File: src/rtl/pbn_pkg.sv
package pbn_pkg;

  localparam int LANE_W   = 17;
  localparam int SAMPLE_W = 16;
  localparam int CFG_W    = 16;
  localparam int CFG_IDX_W = 2;
  localparam int MAX_SOURCES = 7;

  // x / 32767 for x < 2^31 as (x * RECIP_M) >> RECIP_S
  localparam int RECIP_S = 46;
  localparam logic [31:0] RECIP_M = 32'(((64'd1 << RECIP_S) + 64'd32766) / 64'd32767);

  localparam logic [14:0] PINK_GAIN_RST   = 15'd8000;
  localparam logic [15:0] BROWN_ALPHA_RST = 16'd655;
  localparam logic [14:0] BROWN_GAIN_RST  = 15'd12000;

  typedef enum logic [CFG_IDX_W-1:0] {
    CFG_NOISE_MODE  = 2'd0,
    CFG_PINK_GAIN   = 2'd1,
    CFG_BROWN_ALPHA = 2'd2,
    CFG_BROWN_GAIN  = 2'd3
  } cfg_idx_t;

  typedef struct packed {
    logic load;
    logic p_mul;
    logic p_acc;
    logic p_gain;
    logic p_recip;
    logic b_mul;
    logic b_upd;
    logic b_gain;
    logic fin;
  } pbn_cmd_t;

  typedef struct packed {
    logic mode;
    logic last_src;
  } pbn_status_t;

endpackage

File: src/rtl/pbn_ctrl.sv
module pbn_ctrl (
  input  logic                clk,
  input  logic                rst_n,
  input  logic                in_valid,
  output logic                in_ready,
  output logic                out_valid,
  input  logic                out_ready,
  input  pbn_pkg::pbn_status_t status,
  output pbn_pkg::pbn_cmd_t   cmd
);

  typedef enum logic [3:0] {
    ST_IDLE,
    ST_P_MUL,
    ST_P_ACC,
    ST_P_GAIN,
    ST_P_RECIP,
    ST_B_MUL,
    ST_B_UPD,
    ST_B_GAIN,
    ST_FIN
  } state_t;

  state_t state_r, state_nxt;
  logic   out_valid_r, out_valid_nxt;

  always_ff @(posedge clk) begin
    if (!rst_n) begin
      state_r     <= ST_IDLE;
      out_valid_r <= 1'b0;
    end else begin
      state_r     <= state_nxt;
      out_valid_r <= out_valid_nxt;
    end
  end

  always_comb begin
    state_nxt     = state_r;
    out_valid_nxt = out_valid_r && !out_ready;
    cmd           = '0;
    in_ready      = 1'b0;
    case (state_r)
      ST_IDLE: begin
        in_ready = 1'b1;
        if (in_valid) begin
          cmd.load  = 1'b1;
          state_nxt = status.mode ? ST_B_MUL : ST_P_MUL;
        end
      end
      ST_P_MUL: begin
        cmd.p_mul = 1'b1;
        state_nxt = ST_P_ACC;
      end
      ST_P_ACC: begin
        cmd.p_acc = 1'b1;
        state_nxt = status.last_src ? ST_P_GAIN : ST_P_MUL;
      end
      ST_P_GAIN: begin
        cmd.p_gain = 1'b1;
        state_nxt  = ST_P_RECIP;
      end
      ST_P_RECIP: begin
        cmd.p_recip = 1'b1;
        state_nxt   = ST_FIN;
      end
      ST_B_MUL: begin
        cmd.b_mul = 1'b1;
        state_nxt = ST_B_UPD;
      end
      ST_B_UPD: begin
        cmd.b_upd = 1'b1;
        state_nxt = ST_B_GAIN;
      end
      ST_B_GAIN: begin
        cmd.b_gain = 1'b1;
        state_nxt  = ST_FIN;
      end
      ST_FIN: begin
        if (!out_valid_r || out_ready) begin
          cmd.fin       = 1'b1;
          out_valid_nxt = 1'b1;
          state_nxt     = ST_IDLE;
        end
      end
      default: state_nxt = ST_IDLE;
    endcase
  end

  assign out_valid = out_valid_r;

endmodule

File: src/rtl/pbn_dp.sv
module pbn_dp #(
  parameter int NUM_SOURCES = 7
) (
  input  logic                                clk,
  input  logic                                rst_n,
  input  logic                                cfg_we,
  input  logic [pbn_pkg::CFG_IDX_W-1:0]       cfg_index,
  input  logic [pbn_pkg::CFG_W-1:0]           cfg_wdata,
  input  logic [pbn_pkg::LANE_W-1:0]          lanes [pbn_pkg::MAX_SOURCES],
  input  pbn_pkg::pbn_cmd_t                   cmd,
  output pbn_pkg::pbn_status_t                status,
  output logic signed [pbn_pkg::SAMPLE_W-1:0] out_sample
);

  localparam int IDX_W = (NUM_SOURCES > 1) ? $clog2(NUM_SOURCES) : 1;
  localparam int DIV_S = 20;
  localparam logic [20:0] DIV_M = 21'(((1 << DIV_S) + NUM_SOURCES - 1) / NUM_SOURCES);

  // configuration
  logic        mode_r;
  logic [14:0] pink_gain_r;
  logic [15:0] brown_alpha_r;
  logic [14:0] brown_gain_r;

  // persistent state
  logic [5:0]          counter_r;
  logic signed [17:0]  src_r [NUM_SOURCES];
  logic signed [31:0]  integ_r;

  // per-beat working registers
  logic [pbn_pkg::LANE_W-1:0] lane_r [NUM_SOURCES];
  logic [NUM_SOURCES-1:0] mask_r;
  logic [IDX_W-1:0]       idx_r;
  logic [37:0]            div_prod_r;
  logic                   div_neg_r;
  logic signed [19:0]     sum_r;
  logic [30:0]            gain_prod_r;
  logic                   gain_neg_r;
  logic [62:0]            recip_r;
  logic signed [49:0]     bmul_r;
  logic signed [47:0]     bgain_r;
  logic signed [15:0]     out_r;

  logic [6:0]         cnt_ext;
  logic [6:0]         mask_full;
  logic [16:0]        lane_sel;
  logic signed [17:0] rv;
  logic [16:0]        rv_mag;
  logic [17:0]        div_q;
  logic signed [17:0] div_val;
  logic signed [17:0] src_add;
  logic               sum_neg;
  logic [16:0]        sum_mag;
  logic [31:0]        gain_full;
  logic [16:0]        recip_q;
  logic signed [15:0] pink_out;
  logic signed [15:0] white;
  logic signed [32:0] diff;
  logic signed [49:0] bmul_full;
  logic signed [49:0] bsum;
  logic signed [47:0] bgain_full;
  logic signed [47:0] btrunc;
  logic signed [17:0] bq;
  logic signed [15:0] brown_out;

  always_comb begin
    cnt_ext   = {1'b0, counter_r};
    mask_full = cnt_ext ^ (cnt_ext + 7'd1);

    lane_sel = lane_r[idx_r];
    rv       = $signed({1'b0, lane_sel}) - 18'sd65536;
    rv_mag   = rv[17] ? 17'(-rv) : rv[16:0];
    div_q    = 18'(div_prod_r >> DIV_S);
    div_val  = div_neg_r ? -$signed(div_q) : $signed(div_q);
    src_add  = mask_r[idx_r] ? div_val : src_r[idx_r];

    sum_neg   = sum_r[19];
    sum_mag   = sum_neg ? 17'(-sum_r) : sum_r[16:0];
    gain_full = 32'(sum_mag * pink_gain_r);
    recip_q   = 17'(recip_r >> pbn_pkg::RECIP_S);
    if (!gain_neg_r) begin
      pink_out = (recip_q > 17'd32767) ? 16'sh7fff : $signed(recip_q[15:0]);
    end else begin
      pink_out = (recip_q > 17'd32768) ? 16'sh8000 : $signed(16'(-recip_q));
    end

    white      = $signed({~lane_r[0][15], lane_r[0][14:0]});
    diff       = $signed({{2{white[15]}}, white, 15'd0}) - $signed({integ_r[31], integ_r});
    bmul_full  = $signed({1'b0, brown_alpha_r}) * diff;
    bsum       = bmul_r + $signed({{2{integ_r[31]}}, integ_r, 16'd0});
    bgain_full = integ_r * $signed({1'b0, brown_gain_r});
    btrunc     = bgain_r + (bgain_r[47] ? 48'sd1073741823 : 48'sd0);
    bq         = btrunc[47:30];
    if (bq > 18'sd32767) begin
      brown_out = 16'sh7fff;
    end else if (bq < -18'sd32768) begin
      brown_out = 16'sh8000;
    end else begin
      brown_out = bq[15:0];
    end
  end

  always_ff @(posedge clk) begin
    if (!rst_n) begin
      mode_r        <= 1'b0;
      pink_gain_r   <= pbn_pkg::PINK_GAIN_RST;
      brown_alpha_r <= pbn_pkg::BROWN_ALPHA_RST;
      brown_gain_r  <= pbn_pkg::BROWN_GAIN_RST;
      counter_r     <= '0;
      integ_r       <= '0;
      for (int i = 0; i < NUM_SOURCES; i++) begin
        src_r[i] <= '0;
      end
    end else begin
      if (cfg_we) begin
        case (pbn_pkg::cfg_idx_t'(cfg_index))
          pbn_pkg::CFG_NOISE_MODE:  mode_r        <= cfg_wdata[0];
          pbn_pkg::CFG_PINK_GAIN:   pink_gain_r   <= cfg_wdata[14:0];
          pbn_pkg::CFG_BROWN_ALPHA: brown_alpha_r <= cfg_wdata[15:0];
          pbn_pkg::CFG_BROWN_GAIN:  brown_gain_r  <= cfg_wdata[14:0];
          default: ;
        endcase
      end
      if (cmd.load && !mode_r) begin
        counter_r <= counter_r + 6'd1;
      end
      if (cmd.p_acc && mask_r[idx_r]) begin
        src_r[idx_r] <= div_val;
      end
      if (cmd.b_upd) begin
        integ_r <= bsum[47:16];
      end
    end
  end

  always_ff @(posedge clk) begin
    if (cmd.load) begin
      for (int i = 0; i < NUM_SOURCES; i++) begin
        lane_r[i] <= lanes[i];
      end
      mask_r <= mask_full[NUM_SOURCES-1:0];
      idx_r  <= '0;
      sum_r  <= '0;
    end
    if (cmd.p_mul) begin
      div_prod_r <= 38'(rv_mag * DIV_M);
      div_neg_r  <= rv[17];
    end
    if (cmd.p_acc) begin
      sum_r <= sum_r + 20'(src_add);
      idx_r <= idx_r + IDX_W'(1);
    end
    if (cmd.p_gain) begin
      gain_prod_r <= gain_full[30:0];
      gain_neg_r  <= sum_neg;
    end
    if (cmd.p_recip) begin
      recip_r <= 63'(gain_prod_r * pbn_pkg::RECIP_M);
    end
    if (cmd.b_mul) begin
      bmul_r <= bmul_full;
    end
    if (cmd.b_gain) begin
      bgain_r <= bgain_full;
    end
    if (cmd.fin) begin
      out_r <= mode_r ? brown_out : pink_out;
    end
  end

  assign status.mode     = mode_r;
  assign status.last_src = (idx_r == IDX_W'(NUM_SOURCES - 1));
  assign out_sample      = out_r;

endmodule

File: src/rtl/pink_brown_noise_generator.sv
// Pink path: load, then per source a multiply and an accumulate state, then gain, reciprocal and
// finish; brown path: load, multiply, integrator update, gain and finish. A new beat is accepted
// only in idle, once the previous one is finished; the pink path shares one divide-by-source-count multiplier.
// A finished sample waits in the output register while the next beat is accepted.
// Reset (synchronous, active low) clears sources, counter and integrator and loads
// default gains; the block is ready the cycle after reset is released.
module pink_brown_noise_generator #(
  parameter int NUM_SOURCES = 7
) (
  input  logic                                clk,
  input  logic                                rst_n,
  input  logic                                cfg_we,
  input  logic [pbn_pkg::CFG_IDX_W-1:0]       cfg_index,
  input  logic [pbn_pkg::CFG_W-1:0]           cfg_wdata,
  input  logic                                in_valid,
  output logic                                in_ready,
  input  logic [pbn_pkg::LANE_W-1:0]          in_rand_lane0,
  input  logic [pbn_pkg::LANE_W-1:0]          in_rand_lane1,
  input  logic [pbn_pkg::LANE_W-1:0]          in_rand_lane2,
  input  logic [pbn_pkg::LANE_W-1:0]          in_rand_lane3,
  input  logic [pbn_pkg::LANE_W-1:0]          in_rand_lane4,
  input  logic [pbn_pkg::LANE_W-1:0]          in_rand_lane5,
  input  logic [pbn_pkg::LANE_W-1:0]          in_rand_lane6,
  output logic                                out_valid,
  input  logic                                out_ready,
  output logic signed [pbn_pkg::SAMPLE_W-1:0] out_noise_sample
);

  logic [pbn_pkg::LANE_W-1:0] lanes [pbn_pkg::MAX_SOURCES];
  pbn_pkg::pbn_cmd_t    cmd;
  pbn_pkg::pbn_status_t status;

  assign lanes[0] = in_rand_lane0;
  assign lanes[1] = in_rand_lane1;
  assign lanes[2] = in_rand_lane2;
  assign lanes[3] = in_rand_lane3;
  assign lanes[4] = in_rand_lane4;
  assign lanes[5] = in_rand_lane5;
  assign lanes[6] = in_rand_lane6;

  pbn_ctrl u_ctrl (
    .clk       (clk),
    .rst_n     (rst_n),
    .in_valid  (in_valid),
    .in_ready  (in_ready),
    .out_valid (out_valid),
    .out_ready (out_ready),
    .status    (status),
    .cmd       (cmd)
  );

  pbn_dp #(
    .NUM_SOURCES (NUM_SOURCES)
  ) u_dp (
    .clk        (clk),
    .rst_n      (rst_n),
    .cfg_we     (cfg_we),
    .cfg_index  (cfg_index),
    .cfg_wdata  (cfg_wdata),
    .lanes      (lanes),
    .cmd        (cmd),
    .status     (status),
    .out_sample (out_noise_sample)
  );

  a_busy_after_accept: assert property (@(posedge clk) disable iff (!rst_n)
    in_valid && in_ready |=> !in_ready)
    else $error("input accepted twice in a row");

  a_result_after_work: assert property (@(posedge clk) disable iff (!rst_n)
    $rose(out_valid) |-> $past(!in_ready))
    else $error("result appeared without work in progress");

  a_reset_clean: assert property (@(posedge clk)
    !rst_n |=> !out_valid && in_ready)
    else $error("state not cleared by reset");

endmodule
File: config.mk
export PLATFORM = sky130hd
export DESIGN_NAME = pink_brown_noise_generator
export DESIGN_NICKNAME = d
export VERILOG_FILES = /design/src/rtl/pbn_pkg.sv /design/src/rtl/pbn_ctrl.sv /design/src/rtl/pbn_dp.sv /design/src/rtl/pink_brown_noise_generator.sv
export SDC_FILE = /design/constraint.sdc
export NUM_CORES = 2
export LEC_CHECK = 0
export BUFFER_PORTS_ARGS = -buffer_cell sky130_fd_sc_hd__buf_2
export CORE_AREA = 4 4 415 417
export CTS_CLUSTER_SIZE = 24
export DETAILED_ROUTE_END_ITERATION = 10
export DIE_AREA = 0 0 419 421
export PLACE_DENSITY_LB_ADDON = 0.05
export SETUP_SLACK_MARGIN = 0.05
export SYNTH_ARGS = -nofsm -noshare
export SYNTH_HDL_FRONTEND = slang
export SYNTH_SLANG_ARGS = --single-unit
File: constraint.sdc
create_clock -name clk -period 26.3 [get_ports clk]
set_input_delay 1.315 -clock clk [delete_from_list [all_inputs] [get_ports clk]]
set_output_delay 1.315 -clock clk [all_outputs]
set_load 0.02 [all_outputs]
## Yosys cells after proc, flatten, opt, wreduce, memory -nomap -nowiden

Memory sizes are Yosys's and may differ from the RTL's. A register that Yosys moved wholly into a read port is not among the register bits.
Cells that the tools add are included.

- Bits in registers: 363
- Latch bits: 0
- Bits in writable memories: 245
- Bits in read-only memories: 0
- Bits of input ports: 142
- Output and inout port bits: 18
- Word-level logic and storage cells: 123
- Memories: 2

Memory list:

| memory | depth | bits a word | rd ports | clocked after memory_dff | write ports | line | RTL |
|---|---|---|---|---|---|---|---|
| u_dp.src_r | 7 | 18 | 1 | 1 | 7 | pbn_dp.sv:27 | `logic signed [17:0] src_r [NUM_SOURCES];` |
| u_dp.lane_r | 7 | 17 | 2 | 1 | 7 | pbn_dp.sv:31 | `logic [pbn_pkg::LANE_W-1:0] lane_r [NUM_SOURCES];` |

- Add/sub/neg operators: 12
- Multiply operators: 5
- Div/mod/pow operators: 0
- $lt $le $gt $ge: 5
- Equality and inequality tests: 14
- Shift operators: 0
- Multiplexer cells: 47
- Bitwise operators: 2
- Reductions and logical operators: 17

Operators with widths:

| operator | count |
|---|---|
| 48-bit adder | 2 |
| 16-bit two-way mux | 6 |
| 31-bit by 32-bit multiplier with 63-bit output (second input constant) | 1 |
| 18-bit two-way mux | 3 |
| 17-bit by 33-bit multiplier with 48-bit output | 1 |
| 32-bit by 16-bit multiplier with 48-bit output | 1 |
| 20-bit two-way mux | 2 |
| 17-bit by 18-bit multiplier with 35-bit output (second input constant) | 1 |
| 17-bit two-way mux | 2 |
| 17-bit negator | 2 |
| 31-bit by 32-bit subtractor with 33-bit output | 1 |
| 4-bit case mux with 8 select lines | 1 |
| 17-bit by 15-bit multiplier with 31-bit output | 1 |
| 30-bit two-way mux | 1 |
| 1-bit two-way mux | 22 |
| 20-bit by 18-bit adder with 20-bit output | 1 |
| 18-bit by 16-bit > comparator with 1-bit output (second input constant) | 1 |
| 18-bit by 16-bit less-than comparator with 1-bit output (second input constant) | 1 |
| 3-bit two-way mux | 6 |
| 15-bit negator with 18-bit output | 1 |
| 18-bit OR reduction | 1 |
| 17-bit by 17-bit subtractor with 18-bit output (second input constant) | 1 |
| 17-bit by 15-bit > comparator with 1-bit output (second input constant) | 1 |
| 17-bit by 16-bit > comparator with 1-bit output (second input constant) | 1 |
| 27 further kinds | 41 |

## Depth between registers and ports, before layout

- Depth after elaboration: 8
- Depth in mapped cells: 36
- Depth with buffers taken out: 34

## By module

A second synthesis with hierarchy kept.

- Cells, all modules: 7595
- Area total of the unflattened synthesis: 75255.9 µm²

Modules (own cells, without submodules):

| module | instances | cells each | area each (µm²) | sequential area each (µm²) |
|---|---|---|---|---|
| pbn_dp | 1 | 7555 | 74908.1 | 15184.6 |
| pbn_ctrl | 1 | 40 | 347.8 | 100.1 |

## Worst setup path before layout

OpenSTA, ideal clock, no wires.

- Kind: register to register
- From: reg u_dp.integ_r[20]
- To: reg u_dp.bmul_r[47] (data pin)
- Data arrival time: 7.992 ns
- Data required time: 26.034 ns
- Setup slack: 18.042 ns
- Cell stages (with the launch flop): 35
- Period minus slack after synthesis: 8.258 ns
- Cells stage by stage: dfxtp_1 -> clkbuf_1 -> inv_1 -> ha_1 -> a21o_1 -> a22oi_1 -> nand2_1 -> a31o_2 -> a21o_1 -> a211oi_1 -> nor3_1 -> o31ai_1 -> a21oi_1 -> clkbuf_1 -> nand3b_1 -> fa_1 -> fa_1 -> inv_1 -> fa_1 -> fa_1 -> fa_1 -> inv_1 -> fa_1 -> inv_1 -> ha_1 -> a21o_1 -> a21o_1 -> a21o_1 -> a21oi_1 -> o21ai_0 -> and3_1 -> a21oi_1 -> o21ai_0 -> o41ai_1 -> xnor2_1

- Cells in the longest elaborated chain, start to end: 2

Ends and longest elaborated chain:

| element | line | RTL |
|---|---|---|
| from (decl) | pbn_dp.sv:28 | `logic signed [31:0] integ_r;` |
| from (signal assigned) | pbn_dp.sv:131 | `integ_r <= bsum[47:16];` |
| 31-bit by 32-bit subtractor with 33-bit output | pbn_dp.sv:88 | `diff = $signed({{2{white[15]}}, white, 15'd0}) - $signed({integ_r[31], integ_r});` |
| 17-bit by 33-bit multiplier with 48-bit output | pbn_dp.sv:89 | `bmul_full = $signed({1'b0, brown_alpha_r}) * diff;` |
| net u_dp.bmul_full[47] | pbn_dp.sv:59 | `logic signed [49:0] bmul_full;` |
| to (signal assigned) | pbn_dp.sv:161 | `bmul_r <= bmul_full;` |
| to (decl) | pbn_dp.sv:40 | `logic signed [49:0] bmul_r;` |

The timed path passes the listed nets, and every way through them passes these cells.
A chain may end at the register's enable or synchronous reset.

## Final worst setup path

- From: reg u_dp.integ_r[18]
- To: reg u_dp.bmul_r[47] (data pin)

The elaborated chain is that of the path after synthesis.

==> flow_summary.ini <==
[run_status]
outcome = finished clean

[global_route]
grt_overflow = 0
grt_max_degree = 68
antenna_found_initial = 14
grt_pass1_vias = 56600
grt_pass1_wl_mm = 329
grt_usage_pct = 24.0

[worst_setup_path]
worst_setup_path_start_kind = flip-flop
cpMostUsedCell = fa_1
cp.arrival_ps = 10490
crit_fanout = 18
crit_buf_inv = 5
critPathTopFamily = adder cells
crit_type = reg -> reg
slowest_delay_ps = 920
critPathRequiredTime_ps = 26750
cp_slowest_cell = dfxtp_1
critPathLaunch = u_dp.integ_r[18]$_SDFFE_PN0N_
end_kind = flip-flop
r2r-start = u_dp.integ_r[18]$_SDFFE_PN0N_

[logic_synthesis]
yosys.area.top_type = fa_1
syn_avg_cell_area_um2 = 9.82
synthFlopType = edfxtp_1
synth_top_area_share_pct = 31.8
async_reset_ff_share_pct = 0
synth_edf_count = 435
synthCells = 7675
synth.top_cells.by_area = fa_1, edfxtp_1, ha_1
ys_warn_count = 0
synth_most_common_cell = inv_1
ys_top_cells_by_count = inv_1, fa_1, nand2_1
ys_seq_area_share_pct = 20.3
yosysUniqueCellTypes = 78
yosys_register_bits = 546
syn_area_um2 = 75400

[clocking]
post_cts_buffers = 0
clock-sinks = 546
clk_pin_slew_worst_paths_ps = 80
ctsResizeCount = 0
htreeDepth = 3
clock_latency_ps = 720
cts_buffer_depth = 3
ctsHoldBuffers = 0
cts_buffers = 68
cts_root_buffer = clkbuf_16
cts_tree = done

[placed_design]
port_buffers = 159
dp_hpwl_mm = 162
place.gp.congestion = 0.861

[sta]
fin_skew_ps = 59.5
grt_setup_unrepaired = no
tns_ps = 0
tightestPinTransition_ps = 1160
fin_crit_sh_pct = 38.2
drv_slew = 0
timing.fmax_ghz = 0.0996
finalSetupViolations = 0
fin_crit_ps = 10040
relSlewSlack_pct = 22.0
hold_viol = 0

[floorplanning]
core_area_um2 = 169000
boundaryPins = 160
chipWidth_um = 419
die_y_um = 421
die_area_um2 = 176000
rows = 151
start_util_pct = 44.7

[detailed_routing]
route.antenna.remaining_nets = 0
drt_pre_antenna_iters = 7
drt-total-wl_mm = 208
via_per_inst = 5.26
dr_total_vias = 52600
drtIter0Drc = 2901
wl_per_cell_um = 20.8
drc = 0

[cells_and_area]
drive_gt1_share_pct = 6.67
n_fill_cell = 16000
nets = 9827
syn2layout_area_growth_pct = 7.65

[run]
maxCapViolCount = 0

[min_path]
worstHoldPathType = reg -> reg
min_from = u_dp.src_r[6][17]$_SDFFE_PN0P_
per-layer routing:
metal	vias to the layer above	global-route usage, %	routed length (um)	part of all wire, %
li1	24300	-	-	-
met1	26800	31.6	89200	43
met2	1168	41.3	102000	49
met3	296	3.16	9730	4.7
met4	6	7.43	6790	3.3
met5	-	0	34	0.016
per-stage QoR:
| step | hold slack, ps | setup WS [ps] | cells | utilization, % | area (um^2) |
|---|---|---|---|---|---|
| CTS | 453 | 16420 | 9985 | 48.1 | 81100 |
| floorplan | 417 | 18040 | 7692 | - | 75500 |
| finish | 453 | 16260 | 9995 | 48.1 | 81200 |
| global route | 470 | 15720 | 9993 | 48.1 | 81200 |
| detailed placement | 440 | 16420 | 9865 | 46.7 | 78700 |
| global placement | 429 | 16430 | 9865 | 46.7 | 78700 |
logic make-up (layout without fill, tap and decap cells):
kind of cell / after synthesis / in the layout / share of synthesized area (%)
and+or+nand+nor: 2253 / 2253 / 14.3
muxes: 131 / 131 / 2.65
buffers and inverters: 1769 / 1844 / 8.83
DFF: 546 / 546 / 20.3
adders and majority gates: 1968 / 1968 / 44.6
AOI/OAI and AO/OA: 735 / 735 / 6.22
other: 1 / 28 / 0.00497
xor gates and xnor gates: 272 / 272 / 3.16
registers in the layout, summed over array words and instances (netlist names), 3 cells and up, named ones only:
register            count
u_ctrl.state_r          4
u_dp.bgain_r           48
u_dp.bmul_r            32
u_dp.brown_alpha_r     16
u_dp.brown_gain_r      15
u_dp.counter_r          6
u_dp.div_prod_r        15
u_dp.gain_prod_r       31
u_dp.idx_r              3
u_dp.integ_r           32
u_dp.lane_r           119
u_dp.mask_r             6
u_dp.out_sample        16
u_dp.pink_gain_r       15
u_dp.recip_r           17
u_dp.src_r            144
u_dp.sum_r             20
layout make-up:
class / instances / area [um^2] / share of cell area (%)
Sequential cell: 546 / 15300 / 18.9
Clock inverter: 35 / 546 / 0.672
Timing Repair Buffer: 265 / 1590 / 1.96
Antenna cell: 10 / 25.0 / 0.0308
Clock buffer: 85 / 1850 / 2.28
Inverter: 1459 / 5480 / 6.75
Tap cell: 2218 / 2780 / 3.42
Multi-Input combinational cell: 5377 / 53600 / 66.0
worst min-delay path, stage by stage, from the launching register on:
cell and delay [ps]:
dfxtp_1 320, nand2_1 50, nand2_1 40
placed cells by master (no fill, tap or decap), types with 159 or more instances in the layout:
cell,count
fa_1,1199
buf_2,159
and2_1,508
inv_1,1458
nor2_1,275
a21oi_1,247
ha_1,769
xnor2_1,174
edfxtp_1,435
nand2_1,1032
path summary, 6_finish.rpt:
kind                               endpoint  slack, ps  cells past startpoint
max               u_dp.bmul_r[47]$_DFFE_PP_      16260                     29
min reg2reg  u_dp.src_r[6][17]$_SDFFE_PN0P_        450                      2
max reg2reg       u_dp.bmul_r[47]$_DFFE_PP_      16260                     29
min          u_dp.src_r[6][17]$_SDFFE_PN0P_        450                      2
Power is not shown: default switching activity piles up to over one toggle a cycle in this logic, so the estimate is an artifact.
